[src/design/lfcrc_pkg.sv]
// ----------------------------------------------------------------------------
// lfcrc_pkg
// Shared types, codes, constants and the CRC16 byte update for the
// length-framed CRC16 receiver.
// ----------------------------------------------------------------------------
package lfcrc_pkg;

    // Default size of the frame store in bytes.
    localparam int FRAME_BYTES_MAX_DEF = 256;

    // Frame layout and CRC constants.
    localparam logic [15:0] CRC_INIT     = 16'hFFFF;
    localparam logic [15:0] CRC_POLY     = 16'hA001;
    localparam int          HEADER_BYTES = 4;
    localparam int          CRC_BYTES    = 2;

    // Register defaults after reset.
    localparam logic [15:0] TIMEOUT_DEF     = 16'd5;
    localparam logic [7:0]  MAX_PAYLOAD_DEF = 8'd250;

    // Configuration port geometry.
    localparam int CFG_IDX_W  = 1;
    localparam int CFG_DATA_W = 16;

    // Configuration register indexes.
    typedef enum logic [CFG_IDX_W-1:0] {
        REG_TIMEOUT     = 1'b0,
        REG_MAX_PAYLOAD = 1'b1
    } reg_idx_t;

    // Commands carried by an input transaction.
    typedef enum logic [2:0] {
        CMD_BYTE     = 3'd0,
        CMD_LINE_ERR = 3'd1,
        CMD_TICK     = 3'd2,
        CMD_READ     = 3'd3,
        CMD_RELEASE  = 3'd4
    } cmd_t;

    // Event codes reported with every result.
    typedef enum logic [2:0] {
        EV_NONE     = 3'd0,
        EV_ACCEPT   = 3'd1,
        EV_CRC_BAD  = 3'd2,
        EV_LEN_REJ  = 3'd3,
        EV_OVERFLOW = 3'd4,
        EV_TIMEOUT  = 3'd5,
        EV_BUSY     = 3'd6,
        EV_ERROR    = 3'd7
    } ev_t;

    // Outcome of one command, handed from the parser to the output stage.
    typedef struct packed {
        logic       frame_ready;
        logic [8:0] frame_length;
        ev_t        evt;
        logic       rd_sel;
    } lfcrc_status_t;

    // Modbus CRC16 update by one byte, reflected, LSB first.
    function automatic logic [15:0] crc_byte(input logic [15:0] crc, input logic [7:0] data);
        logic [15:0] c;
        c = crc ^ {8'h00, data};
        for (int b = 0; b < 8; b++)
        begin
            if (c[0])
            begin
                c = (c >> 1) ^ CRC_POLY;
            end
            else
            begin
                c = c >> 1;
            end
        end
        return c;
    endfunction

endpackage

[src/design/lfcrc_req_if.sv]
// ----------------------------------------------------------------------------
// lfcrc_req_if
// Input channel: one command per transaction with its byte and read index.
// ----------------------------------------------------------------------------
interface lfcrc_req_if;
    logic       valid;
    logic       ready;
    logic [2:0] cmd;
    logic [7:0] rx_byte;
    logic [7:0] read_index;

    modport source (output valid, cmd, rx_byte, read_index, input ready);
    modport sink   (input valid, cmd, rx_byte, read_index, output ready);
endinterface

[src/design/lfcrc_rsp_if.sv]
// ----------------------------------------------------------------------------
// lfcrc_rsp_if
// Result channel: held-frame status, read byte and event code.
// ----------------------------------------------------------------------------
interface lfcrc_rsp_if;
    logic       valid;
    logic       ready;
    logic       frame_ready;
    logic [8:0] frame_length;
    logic [7:0] read_data;
    logic [2:0] event_res;

    modport source (output valid, frame_ready, frame_length, read_data, event_res,
                    input ready);
    modport sink   (input valid, frame_ready, frame_length, read_data, event_res,
                    output ready);
endinterface

[src/design/lfcrc_ram.sv]
// ----------------------------------------------------------------------------
// lfcrc_ram
// Generic single-write, single-read synchronous RAM with a registered read.
// ----------------------------------------------------------------------------
module lfcrc_ram #(
    parameter int WIDTH = 8,
    parameter int DEPTH = 256
) (
    input  logic                     clk,
    input  logic                     we,
    input  logic [$clog2(DEPTH)-1:0] waddr,
    input  logic [WIDTH-1:0]         wdata,
    input  logic                     re,
    input  logic [$clog2(DEPTH)-1:0] raddr,
    output logic [WIDTH-1:0]         rdata
);

    logic [WIDTH-1:0] mem [DEPTH];
    logic [WIDTH-1:0] rdata_reg;

    // Write port.
    always_ff @(posedge clk)
    begin
        if (we)
        begin
            mem[waddr] <= wdata;
        end
    end

    // Registered read port; the data holds until the next read.
    always_ff @(posedge clk)
    begin
        if (re)
        begin
            rdata_reg <= mem[raddr];
        end
    end

    assign rdata = rdata_reg;

endmodule

[src/design/lfcrc_parser.sv]
// ----------------------------------------------------------------------------
// lfcrc_parser
// Frame parser: byte count, length, running CRC, silence timer, held frame
// and configuration registers. Drives the frame store's ports.
// ----------------------------------------------------------------------------
module lfcrc_parser
    import lfcrc_pkg::*;
#(
    parameter int FRAME_BYTES_MAX = FRAME_BYTES_MAX_DEF
) (
    input  logic                               clk,
    input  logic                               rst_n,
    input  logic                               cfg_we,
    input  logic [CFG_IDX_W-1:0]               cfg_index,
    input  logic [CFG_DATA_W-1:0]              cfg_data,
    input  logic                               accept,
    input  logic [2:0]                         cmd,
    input  logic [7:0]                         rx_byte,
    input  logic [7:0]                         read_index,
    output lfcrc_status_t                      status,
    output logic                               mem_we,
    output logic [$clog2(FRAME_BYTES_MAX)-1:0] mem_waddr,
    output logic [7:0]                         mem_wdata,
    output logic                               mem_re,
    output logic [$clog2(FRAME_BYTES_MAX)-1:0] mem_raddr
);

    localparam int AW = $clog2(FRAME_BYTES_MAX);
    localparam int CW = $clog2(FRAME_BYTES_MAX + 1);
    localparam int LW = (CW > 10) ? CW : 10;

    logic [CW-1:0] byte_count_reg, byte_count_next;
    logic [8:0]    exp_len_reg, exp_len_next;
    logic [15:0]   crc_reg, crc_next;
    logic [15:0]   silence_reg, silence_next;
    logic          held_reg, held_next;
    logic [8:0]    held_len_reg, held_len_next;
    logic [7:0]    prev_byte_reg;
    logic [15:0]   timeout_reg;
    logic [7:0]    max_pl_reg;

    logic [CW-1:0] count_inc;
    logic [15:0]   silence_inc;
    logic [15:0]   pair_word;
    logic          parser_clr;
    logic          byte_stored;
    ev_t           evt;
    logic          rd_sel;

    assign count_inc   = byte_count_reg + CW'(1);
    assign silence_inc = (silence_reg == 16'hFFFF) ? silence_reg : silence_reg + 16'd1;
    // The current byte with the one before it, little-endian.
    assign pair_word   = {rx_byte, prev_byte_reg};

    // Next state of the parser for the command in this transaction.
    always_comb
    begin
        byte_count_next = byte_count_reg;
        exp_len_next    = exp_len_reg;
        crc_next        = crc_reg;
        silence_next    = silence_reg;
        held_next       = held_reg;
        held_len_next   = held_len_reg;
        parser_clr      = 1'b0;
        byte_stored     = 1'b0;
        evt             = EV_NONE;
        rd_sel          = 1'b0;

        unique case (cmd)
            CMD_BYTE:
            begin
                priority if (held_reg)
                begin
                    evt = EV_BUSY;
                end
                else if (byte_count_reg == CW'(FRAME_BYTES_MAX))
                begin
                    parser_clr = 1'b1;
                    evt        = EV_OVERFLOW;
                end
                else
                begin
                    byte_stored     = 1'b1;
                    byte_count_next = count_inc;
                    silence_next    = 16'd0;
                    // The CRC covers the header and the payload only.
                    if ((LW'(byte_count_reg) < LW'(HEADER_BYTES)) ||
                        ((exp_len_reg != 9'd0) &&
                         (LW'(byte_count_reg) < LW'(exp_len_reg) - LW'(CRC_BYTES))))
                    begin
                        crc_next = crc_byte(crc_reg, rx_byte);
                    end
                    priority if (LW'(count_inc) == LW'(HEADER_BYTES))
                    begin
                        // Length field complete: check it against the limit.
                        if (pair_word > {8'h00, max_pl_reg})
                        begin
                            parser_clr = 1'b1;
                            evt        = EV_LEN_REJ;
                        end
                        else
                        begin
                            exp_len_next = pair_word[8:0] + 9'(HEADER_BYTES + CRC_BYTES);
                        end
                    end
                    else if ((exp_len_reg != 9'd0) && (LW'(count_inc) == LW'(exp_len_reg)))
                    begin
                        // Last byte: compare the trailing CRC with the running one.
                        parser_clr = 1'b1;
                        if (pair_word == crc_reg)
                        begin
                            held_next     = 1'b1;
                            held_len_next = exp_len_reg;
                            evt           = EV_ACCEPT;
                        end
                        else
                        begin
                            evt = EV_CRC_BAD;
                        end
                    end
                    else
                    begin
                        evt = EV_NONE;
                    end
                end
            end
            CMD_LINE_ERR:
            begin
                parser_clr = 1'b1;
                evt        = EV_ERROR;
            end
            CMD_TICK:
            begin
                silence_next = silence_inc;
                if ((byte_count_reg != CW'(0)) && (silence_inc > timeout_reg))
                begin
                    parser_clr = 1'b1;
                    evt        = EV_TIMEOUT;
                end
            end
            CMD_READ:
            begin
                rd_sel = held_reg && ({1'b0, read_index} < held_len_reg);
            end
            CMD_RELEASE:
            begin
                held_next     = 1'b0;
                held_len_next = 9'd0;
            end
            default:
            begin
                evt = EV_NONE;
            end
        endcase

        if (parser_clr)
        begin
            byte_count_next = '0;
            exp_len_next    = 9'd0;
            crc_next        = CRC_INIT;
            silence_next    = 16'd0;
        end
    end

    // Parser state, updated once per accepted transaction.
    always_ff @(posedge clk or negedge rst_n)
    begin
        if (!rst_n)
        begin
            byte_count_reg <= '0;
            exp_len_reg    <= 9'd0;
            crc_reg        <= CRC_INIT;
            silence_reg    <= 16'd0;
            held_reg       <= 1'b0;
            held_len_reg   <= 9'd0;
        end
        else if (accept)
        begin
            byte_count_reg <= byte_count_next;
            exp_len_reg    <= exp_len_next;
            crc_reg        <= crc_next;
            silence_reg    <= silence_next;
            held_reg       <= held_next;
            held_len_reg   <= held_len_next;
        end
    end

    // Last stored byte, so the length and CRC fields need no store read.
    always_ff @(posedge clk)
    begin
        if (accept && byte_stored)
        begin
            prev_byte_reg <= rx_byte;
        end
    end

    // Configuration registers.
    always_ff @(posedge clk or negedge rst_n)
    begin
        if (!rst_n)
        begin
            timeout_reg <= TIMEOUT_DEF;
            max_pl_reg  <= MAX_PAYLOAD_DEF;
        end
        else if (cfg_we)
        begin
            unique case (cfg_index)
                REG_TIMEOUT:     timeout_reg <= cfg_data;
                REG_MAX_PAYLOAD: max_pl_reg  <= cfg_data[7:0];
                default:         timeout_reg <= timeout_reg;
            endcase
        end
    end

    // Frame store ports. Writes happen only while no frame is held, and
    // reads return data only while one is, so they never meet on an entry.
    assign mem_we    = accept && byte_stored;
    assign mem_waddr = byte_count_reg[AW-1:0];
    assign mem_wdata = rx_byte;
    assign mem_re    = accept && (cmd == CMD_READ);
    assign mem_raddr = AW'(read_index);

    assign status.frame_ready  = held_next;
    assign status.frame_length = held_len_next;
    assign status.evt          = evt;
    assign status.rd_sel       = rd_sel;

endmodule

[src/design/length_framed_crc16_receiver_core.sv]
// ----------------------------------------------------------------------------
// length_framed_crc16_receiver_core
// Receiver for length-framed frames protected by a Modbus CRC16.
// ----------------------------------------------------------------------------
// Usage:
// The req channel carries one command per transaction: a received byte, a
// line error, a millisecond tick, a read of the held frame or a release.
// Every request gives exactly one transaction on the rsp channel with the
// held-frame flag and length, the byte read and an event code.
// Frame bytes are written into a synchronous frame store as they arrive;
// length and CRC fields are checked from a running CRC and the last byte,
// so a byte needs no store read. Reads of the held frame go through the
// store's one read port, whose registered output feeds the result.
// A result is registered and offered in the cycle after the request; one
// request is taken every cycle. A result waiting in the output register
// does not stop a new request as long as the sink takes the old one in
// the same cycle; if the sink stalls, req.ready drops until it is taken.
// Reset clears the parser, the held frame and the registers to their
// defaults; the frame store is not cleared and needs no clearing pass.
// Configuration is written through cfg_we, cfg_index and cfg_data.
// ----------------------------------------------------------------------------
module length_framed_crc16_receiver_core
    import lfcrc_pkg::*;
#(
    parameter int FRAME_BYTES_MAX = FRAME_BYTES_MAX_DEF
) (
    input  logic                  clk,
    input  logic                  rst_n,
    input  logic                  cfg_we,
    input  logic [CFG_IDX_W-1:0]  cfg_index,
    input  logic [CFG_DATA_W-1:0] cfg_data,
    lfcrc_req_if.sink             req,
    lfcrc_rsp_if.source           rsp
);

    localparam int AW = $clog2(FRAME_BYTES_MAX);

    logic          accept;
    lfcrc_status_t status;
    logic          mem_we;
    logic [AW-1:0] mem_waddr;
    logic [7:0]    mem_wdata;
    logic          mem_re;
    logic [AW-1:0] mem_raddr;
    logic [7:0]    mem_rdata;

    logic          rsp_valid_reg;
    lfcrc_status_t status_reg;

    // A request is taken when the output register is empty or draining.
    assign req.ready = !rsp_valid_reg || rsp.ready;
    assign accept    = req.valid && req.ready;

    lfcrc_parser #(
        .FRAME_BYTES_MAX (FRAME_BYTES_MAX)
    ) u_parser (
        .clk        (clk),
        .rst_n      (rst_n),
        .cfg_we     (cfg_we),
        .cfg_index  (cfg_index),
        .cfg_data   (cfg_data),
        .accept     (accept),
        .cmd        (req.cmd),
        .rx_byte    (req.rx_byte),
        .read_index (req.read_index),
        .status     (status),
        .mem_we     (mem_we),
        .mem_waddr  (mem_waddr),
        .mem_wdata  (mem_wdata),
        .mem_re     (mem_re),
        .mem_raddr  (mem_raddr)
    );

    lfcrc_ram #(
        .WIDTH (8),
        .DEPTH (FRAME_BYTES_MAX)
    ) u_frame_store (
        .clk   (clk),
        .we    (mem_we),
        .waddr (mem_waddr),
        .wdata (mem_wdata),
        .re    (mem_re),
        .raddr (mem_raddr),
        .rdata (mem_rdata)
    );

    // Output register valid flag.
    always_ff @(posedge clk or negedge rst_n)
    begin
        if (!rst_n)
        begin
            rsp_valid_reg <= 1'b0;
        end
        else if (accept)
        begin
            rsp_valid_reg <= 1'b1;
        end
        else if (rsp.ready)
        begin
            rsp_valid_reg <= 1'b0;
        end
    end

    // Output payload, loaded alongside the store read.
    always_ff @(posedge clk)
    begin
        if (accept)
        begin
            status_reg <= status;
        end
    end

    assign rsp.valid        = rsp_valid_reg;
    assign rsp.frame_ready  = status_reg.frame_ready;
    assign rsp.frame_length = status_reg.frame_length;
    assign rsp.read_data    = status_reg.rd_sel ? mem_rdata : 8'h00;
    assign rsp.event_res    = status_reg.evt;

endmodule

[src/flat_wrapper.sv]
// flat-port wrapper written by rule: the top's interface ports become plain ports
module length_framed_crc16_receiver_core_flat import lfcrc_pkg::*;
#(
    parameter int FRAME_BYTES_MAX = FRAME_BYTES_MAX_DEF
)
  (clk, rst_n, cfg_we, cfg_index, cfg_data, req_valid, req_cmd, req_rx_byte, req_read_index, req_ready, rsp_valid, rsp_frame_ready, rsp_frame_length, rsp_read_data, rsp_event_res, rsp_ready);
  lfcrc_req_if req_i ();
  lfcrc_rsp_if rsp_i ();
  input  logic clk;
  input  logic rst_n;
  input  logic cfg_we;
  input  logic [CFG_IDX_W-1:0] cfg_index;
  input  logic [CFG_DATA_W-1:0] cfg_data;
  input wire logic [$bits(req_i.valid)-1:0] req_valid;
  input wire logic [$bits(req_i.cmd)-1:0] req_cmd;
  input wire logic [$bits(req_i.rx_byte)-1:0] req_rx_byte;
  input wire logic [$bits(req_i.read_index)-1:0] req_read_index;
  output wire logic [$bits(req_i.ready)-1:0] req_ready;
  output wire logic [$bits(rsp_i.valid)-1:0] rsp_valid;
  output wire logic [$bits(rsp_i.frame_ready)-1:0] rsp_frame_ready;
  output wire logic [$bits(rsp_i.frame_length)-1:0] rsp_frame_length;
  output wire logic [$bits(rsp_i.read_data)-1:0] rsp_read_data;
  output wire logic [$bits(rsp_i.event_res)-1:0] rsp_event_res;
  input wire logic [$bits(rsp_i.ready)-1:0] rsp_ready;
  assign req_i.valid = req_valid;
  assign req_i.cmd = req_cmd;
  assign req_i.rx_byte = req_rx_byte;
  assign req_i.read_index = req_read_index;
  assign req_ready = req_i.ready;
  assign rsp_valid = rsp_i.valid;
  assign rsp_frame_ready = rsp_i.frame_ready;
  assign rsp_frame_length = rsp_i.frame_length;
  assign rsp_read_data = rsp_i.read_data;
  assign rsp_event_res = rsp_i.event_res;
  assign rsp_i.ready = rsp_ready;
  length_framed_crc16_receiver_core #(.FRAME_BYTES_MAX(FRAME_BYTES_MAX)) u_core (.clk(clk), .rst_n(rst_n), .cfg_we(cfg_we), .cfg_index(cfg_index), .cfg_data(cfg_data), .req(req_i), .rsp(rsp_i));
endmodule
[config.mk]
export PLATFORM = sky130hd
export DESIGN_NAME = length_framed_crc16_receiver_core_flat
export DESIGN_NICKNAME = d
export VERILOG_FILES = /design/src/design/lfcrc_pkg.sv /design/src/design/lfcrc_req_if.sv /design/src/design/lfcrc_rsp_if.sv /design/src/design/lfcrc_ram.sv /design/src/design/lfcrc_parser.sv /design/src/design/length_framed_crc16_receiver_core.sv /design/src/flat_wrapper.sv
export SDC_FILE = /design/constraint.sdc
export NUM_CORES = 2
export LEC_CHECK = 0
export ABC_AREA = 1
export BUFFER_PORTS_ARGS = -buffer_cell sky130_fd_sc_hd__buf_2
export CAP_MARGIN = 10
export CORE_ASPECT_RATIO = 1.1
export CORE_MARGIN = 8
export CORE_UTILIZATION = 35
export CTS_CLUSTER_SIZE = 14
export DETAILED_ROUTE_END_ITERATION = 8
export PLACE_DENSITY = 0.48
export REMOVE_ABC_BUFFERS = 1
export SYNTH_ARGS = -nofsm -noshare
export SYNTH_HDL_FRONTEND = slang
export SYNTH_SLANG_ARGS = --single-unit
export TNS_END_PERCENT = 10
[constraint.sdc]
create_clock -name clk -period 3.7 [get_ports clk]
set_input_delay 0.74 -clock clk [delete_from_list [all_inputs] [get_ports clk]]
set_output_delay 0.74 -clock clk [all_outputs]
set_load 0.01 [all_outputs]
Word level (Yosys, flattened, before mapping):

Memory sizes are Yosys's and may differ from the RTL's. A register that Yosys moved wholly into a read port is not among the register bits.
Index checks and enable logic that the tools add are counted.

* bits in registers: 107
* RAM bits: 2048
* bits of input ports: 41
* output and inout bits: 23
* word-level logic and storage cells: 163
* memories kept: 1

* add/sub/neg operators: 4
* $lt $le $gt $ge: 5
* eq/ne operators: 14
* multiplexer cells: 91
* bitwise logic cells: 10
* reduce and logical (&&, ||, !) cells: 24

Memory list
* u_core.u_frame_store.mem: depth 256, width 8, read ports 1, clocked after memory_dff 1, wr ports 1, line lfcrc_ram.sv:18 `logic [WIDTH-1:0] mem [DEPTH];`

Operators by type and width (number)
* $mux 16: 45
* $mux 9: 15
* $pmux 16 s2: 1
* $not 2->3: 8
* $mux 1: 18
* $pmux 9 s2: 1
* $reduce_bool 9->1: 2
* $add 16x1->16 const B: 1
* $eq 16x16->1: 1
* $eq 16x16->1 const B: 1
* $gt 16x16->1: 1
* $gt 16x8->1: 1
* $xor 16x8->16: 1
* $mux 3: 5
* $lt 9x10->1: 1
* $sub 9x2->10 const B: 1
* $add 9x1->9 const B: 1
* $add 9x3->9 const B: 1
* $eq 9x3->1 const B: 1
* $eq 9x9->1: 1
* $eq 9x9->1 const B: 1
* $lt 8x9->1: 1
* $lt 9x3->1 const B: 1
* $pmux 3 s3: 1
* 21 further kinds: 37

Logic depth before layout (Yosys ltp):

* word-level depth: 51
* depth in mapped cells: 26
* mapped depth without buffers: 24

Hierarchy:

Synthesis repeated with hierarchy kept, for this count alone.

* cell total of the unflattened synthesis: 7993
* area total of the unflattened synthesis: 90939.7 sq um

By module, submodules not included
* lfcrc_ram: times used 1, cells an instance 7003, area each 83476.3 sq um, sequential area each 61739.2 sq um
* lfcrc_parser: times used 1, cells an instance 941, area each 6842.8 sq um, sequential area each 2372.3 sq um
* length_framed_crc16_receiver_core: times used 1, cells an instance 49, area each 620.6 sq um, sequential area each 445.4 sq um

Worst setup path before layout:

OpenSTA, ideal clock, no wires.

* path kind: register to register
* start: register u_core.u_parser.silence_reg[0]
* end: register u_core.u_parser.crc_reg[10]
* setup time: 0.060 ns
* arrival: 3.249 ns
* required time: 3.640 ns
* setup slack: 0.391 ns
* stages on the path, launching flop included: 25
* buffers on the path: 2
* clock period less this slack: 3.309 ns
* cell sequence: dfrtp_1 -> ha_1 -> nand2_1 -> nor2_1 -> nand3_1 -> nor2_1 -> nand4_1 -> nand3_1 -> nor2_1 -> xnor2_1 -> inv_1 -> ha_1 -> nand2_1 -> nor2_1 -> nand4_1 -> o21a_1 -> nand2_1 -> nand2_1 -> inv_1 -> buf_2 -> nand3_2 -> nand3_4 -> buf_4 -> nand2_1 -> nand2_1

* word-level cells in the longest chain between the ends: 8
* elaborated cells on any way between the ends: 13
* those cells by class: add/sub: 1; order compare: 1; eq/ne: 3; mux: 4; reduce/logical: 4

Ends and longest elaborated chain
* start, declared: line lfcrc_parser.sv:35 `logic [15:0] silence_reg, silence_next;`
* start signal, assigned: line lfcrc_parser.sv:182 `silence_reg <= silence_next;`
* $add 16x1->16 or $eq 16x16->1 (tied branches): line lfcrc_parser.sv:51 `assign silence_inc = (silence_reg == 16'hFFFF) ? silence_reg : silence_reg + 16'd1;`
* $mux 16 *: line lfcrc_parser.sv:51
* $gt 16x16->1 *: line lfcrc_parser.sv:135 `if ((byte_count_reg != CW'(0)) && (silence_inc > timeout_reg))`
* $logic_and 1x1->1 *: line lfcrc_parser.sv:135
* $mux 1 *: line lfcrc_parser.sv:135
* $pmux 1 s3 *: line lfcrc_parser.sv:69 `unique case (cmd)`
* $ne 2x2->1 (no line), or another cell as far along
* $reduce_and 5->1 (no line)
* end signal, assigned: line lfcrc_parser.sv:181 `crc_reg <= crc_next;`
* end, declared: line lfcrc_parser.sv:34 `logic [15:0] crc_reg, crc_next;`

Every way passes the cells marked *; elsewhere a longest branch is shown, timed or not.
A chain may end at the register's enable or synchronous reset.

Worst setup path in the final report:

* start: register u_core.u_parser.silence_reg[0]
* end: register u_core.u_parser.crc_reg[12]

Same word-level chain as after synthesis.

==> flow_summary.yaml <==
clocking:
  numCtsBuffers: 229
  cts_resized: 0
  htreeDepth: 4
  cts.sinks: 2163
  clk_pin_slew_ps: 60
  cts_root_buf: "clkbuf_16"
  cts_tree: "yes"
  cts_buffer_depth: 4
  clk_latency_ps: 880
  cts_setup_buffers: 0
  ctsHoldBuffers: 0
detailed_routing:
  vias: 60100
  final_antenna_net_count: 0
  drt_wl_total_mm: 279
  first_pass_iters: 6
  routedWlPerCell_um: 24.8
  drc_errors: 0
  viasPerCell: 5.34
  drt_iter0_drc: 5424
sta:
  relSlewSlack: 0.234
  rsz0062_at_grt: "true"
  tns_ps: 0
  layout_setup_ws_ps: 281
  timing.fmax_mhz: 292
  fin_crit_sh: 0.924
  fin_crit_ps: 3420
  worst_slew_pin_slew_ps: 1150
  hold_violations: 0
  worst_hold_slack_ps: 53.5
  maxSlewViolCount: 0
  finClkSkew_ps: 54.6
  setup_viol: 0
placed_design:
  dp_hpwl_mm: 168
  place_inst: 10800
  place_ws_ps: 69.7
  place.gp.congestion: 0.844
  numPortBuffers: 63
cells_and_area:
  drive_gt1_frac: 0.125
  final_net_count: 7826
  syn_to_final_growth_pct: 16.7
  multiInputGateArea_mm2: 0.0217
  mostFrequentLayoutCells: "2078 x edfxtp_1, 1357 x nor2_1, 1073 x o21ai_0"
  largest_reg_flops: 2048
  nFillCells: 23800
  post-route-util: 0.410
  seqCellArea_mm2: 0.0646
  top_register: "u_core.u_frame_store.mem"
  final_common_cell: "edfxtp_1"
  layoutNonFillerInstCount: 11200
synth:
  ys_warn_count: 0
  synth_area_mm2: 0.0889
  synth_area_leaders: "edfxtp_1 70%, o21ai_0 6.1%, nor2_1 5.7%, o22ai_1 3.6%, nand2_1 3.4%"
  post_synth.cell_area_avg_um2: 12.0
  yosysTopAreaCell: "edfxtp_1"
  postSynth.asyncResetShare: 0.0393
  ys_ff_latch: 2163
  synth_cells: 7434
  synth_edf_count: 2078
  synth_ff_type: "edfxtp_1"
  yosysUniqueCellTypes: 46
  ys_seq_area_frac: 0.726
  yosysTopAreaCellShare: 0.702
critical_path:
  critPathMaxFanout: 16
  crit_type: "flop to flop"
  required_ps: 4520
  startpoint_type: "flop"
  r2r_slack_ps: 280
  r2r-start: "u_core.u_parser.silence_reg[0]"
  crit_arrival_ps: 4240
  endpoint_kind: "flop"
  rr_worst_depth: 23
  reg2reg_to: "u_core.u_parser.crc_reg[12]"
floorplan:
  rows: 194
  die_h_um: 545
  io_pins: 64
  start_util: 0.351
  die_w_um: 496
  core_mm2: 0.253
  die_area_mm2: 0.270
grt:
  antenna_found_initial: 10
  grt_max_degree: 150
  grt_pass1_wl_mm: 408
  grt.total_usage: 0.201
  grt_pass1_vias: 59400
  gr-total-overflow: 0
hold_path:
  min_path_type: "primary input to asynchronous set/reset pin"
flow_run:
  drv_cap: 0
power:
  ir_worst_vdd_mv: 0.429
  leakage_nw: 35.3
  power_density_mw_per_mm2: 524
run_status:
  status: "completed"
## cell type report
cell class / instances / area share
antenna: 3 / 0.0000723
clock buffer: 290 / 0.0586
clock inverter: 116 / 0.0104
inverter: 162 / 0.00617
multi-input combinational: 4593 / 0.209
sequential: 2163 / 0.622
tap: 3332 / 0.0402
timing repair buffer: 588 / 0.0534
## power by group
| group | leakage [nW] | internal, mW | switching, mW |
|---|---|---|---|
| registers | 19.7 | 27.1 | 0.207 |
| clock network | 3.50 | 12.8 | 9.57 |
| logic | 12.1 | 1.39 | 3.30 |
| total | 35.3 | 41.3 | 13.1 |
## routing by layer
layer | up-vias | part of all wire | global-route usage
met4 | 4 | 0.033 | 0.0652
met3 | 409 | 0.052 | 0.0229
met2 | 1813 | 0.49 | 0.341
li1 | 27500 | - | -
met1 | 30300 | 0.43 | 0.270
met5 | - | 0.000097 | 0
## kinds of logic after synthesis
group / count (synthesis) / share of synthesized area
AO/OA/AOI/OAI: 1672 / 0.102
buffers and inverters: 679 / 0.0309
AND/OR/NAND/NOR: 2831 / 0.130
XOR/XNOR: 41 / 0.00404
adder cells (fa/ha/maj): 48 / 0.00676
flip-flops: 2163 / 0.726
## critical path: stages (launching register included)
cell	delay [ps]
dfrtp_1	350
ha_1	170
nand2_1	90
nor2_2	120
nand3_1	120
nor2_2	120
nand4_1	170
buf_4	190
nand3_1	70
xor2_1	150
inv_1	70
ha_1	270
nand2_1	50
nor2_1	130
nand4_1	90
o21a_1	190
nand2_2	110
nand2_1	80
inv_2	120
buf_6	180
nand3_4	140
buf_6	200
nand3_1	110
nand2_1	60
## synthesized netlist by cell type (3+ instances only)
| master | number |
|---|---|
| or2_2 | 10 |
| inv_1 | 154 |
| xor2_1 | 28 |
| buf_4 | 17 |
| xnor2_1 | 13 |
| ha_1 | 48 |
| o22ai_1 | 512 |
| edfxtp_1 | 2078 |
| nand3_1 | 582 |
| buf_1 | 57 |
| nand2_2 | 14 |
| inv_2 | 6 |
| buf_2 | 78 |
| o21a_1 | 3 |
| nor2_1 | 1361 |
| a21boi_0 | 7 |
| dfrtp_1 | 61 |
| nor3_1 | 10 |
| clkbuf_1 | 362 |
| nand4_1 | 23 |
| dfstp_2 | 24 |
| o21ai_1 | 12 |
| nand2_1 | 816 |
| a21oi_1 | 52 |
| o21ai_0 | 1077 |
## worst max-delay path by stage
stage | slack (ps) | endpoint | startpoint | cells after the start
global route | -20 | u_core.u_parser.byte_count_reg[0] | u_core.u_parser.silence_reg[0] | 23
CTS | 50 | u_core.u_parser.byte_count_reg[6] | u_core.u_parser.silence_reg[0] | 24
floorplan | -5420 | u_core.u_frame_store.rdata[1] | req_read_index[0] | 10
finish | 280 | u_core.u_parser.crc_reg[12] | u_core.u_parser.silence_reg[0] | 23
global placement | 110 | u_core.u_parser.byte_count_reg[4] | u_core.u_parser.silence_reg[0] | 23
detailed placement | 70 | u_core.u_parser.byte_count_reg[6] | u_core.u_parser.silence_reg[0] | 24
## per-stage QoR
stage          total power [mW]  cell area (um^2)
5_1_grt                    56.2            104000
3_3_place_gp               32.5             96500
3_5_place_dp               32.5             96500
4_1_cts                    54.9            104000
6_report                   54.4            104000
2_1_floorplan              30.2             86800
Power figures use the tool's default switching activity.
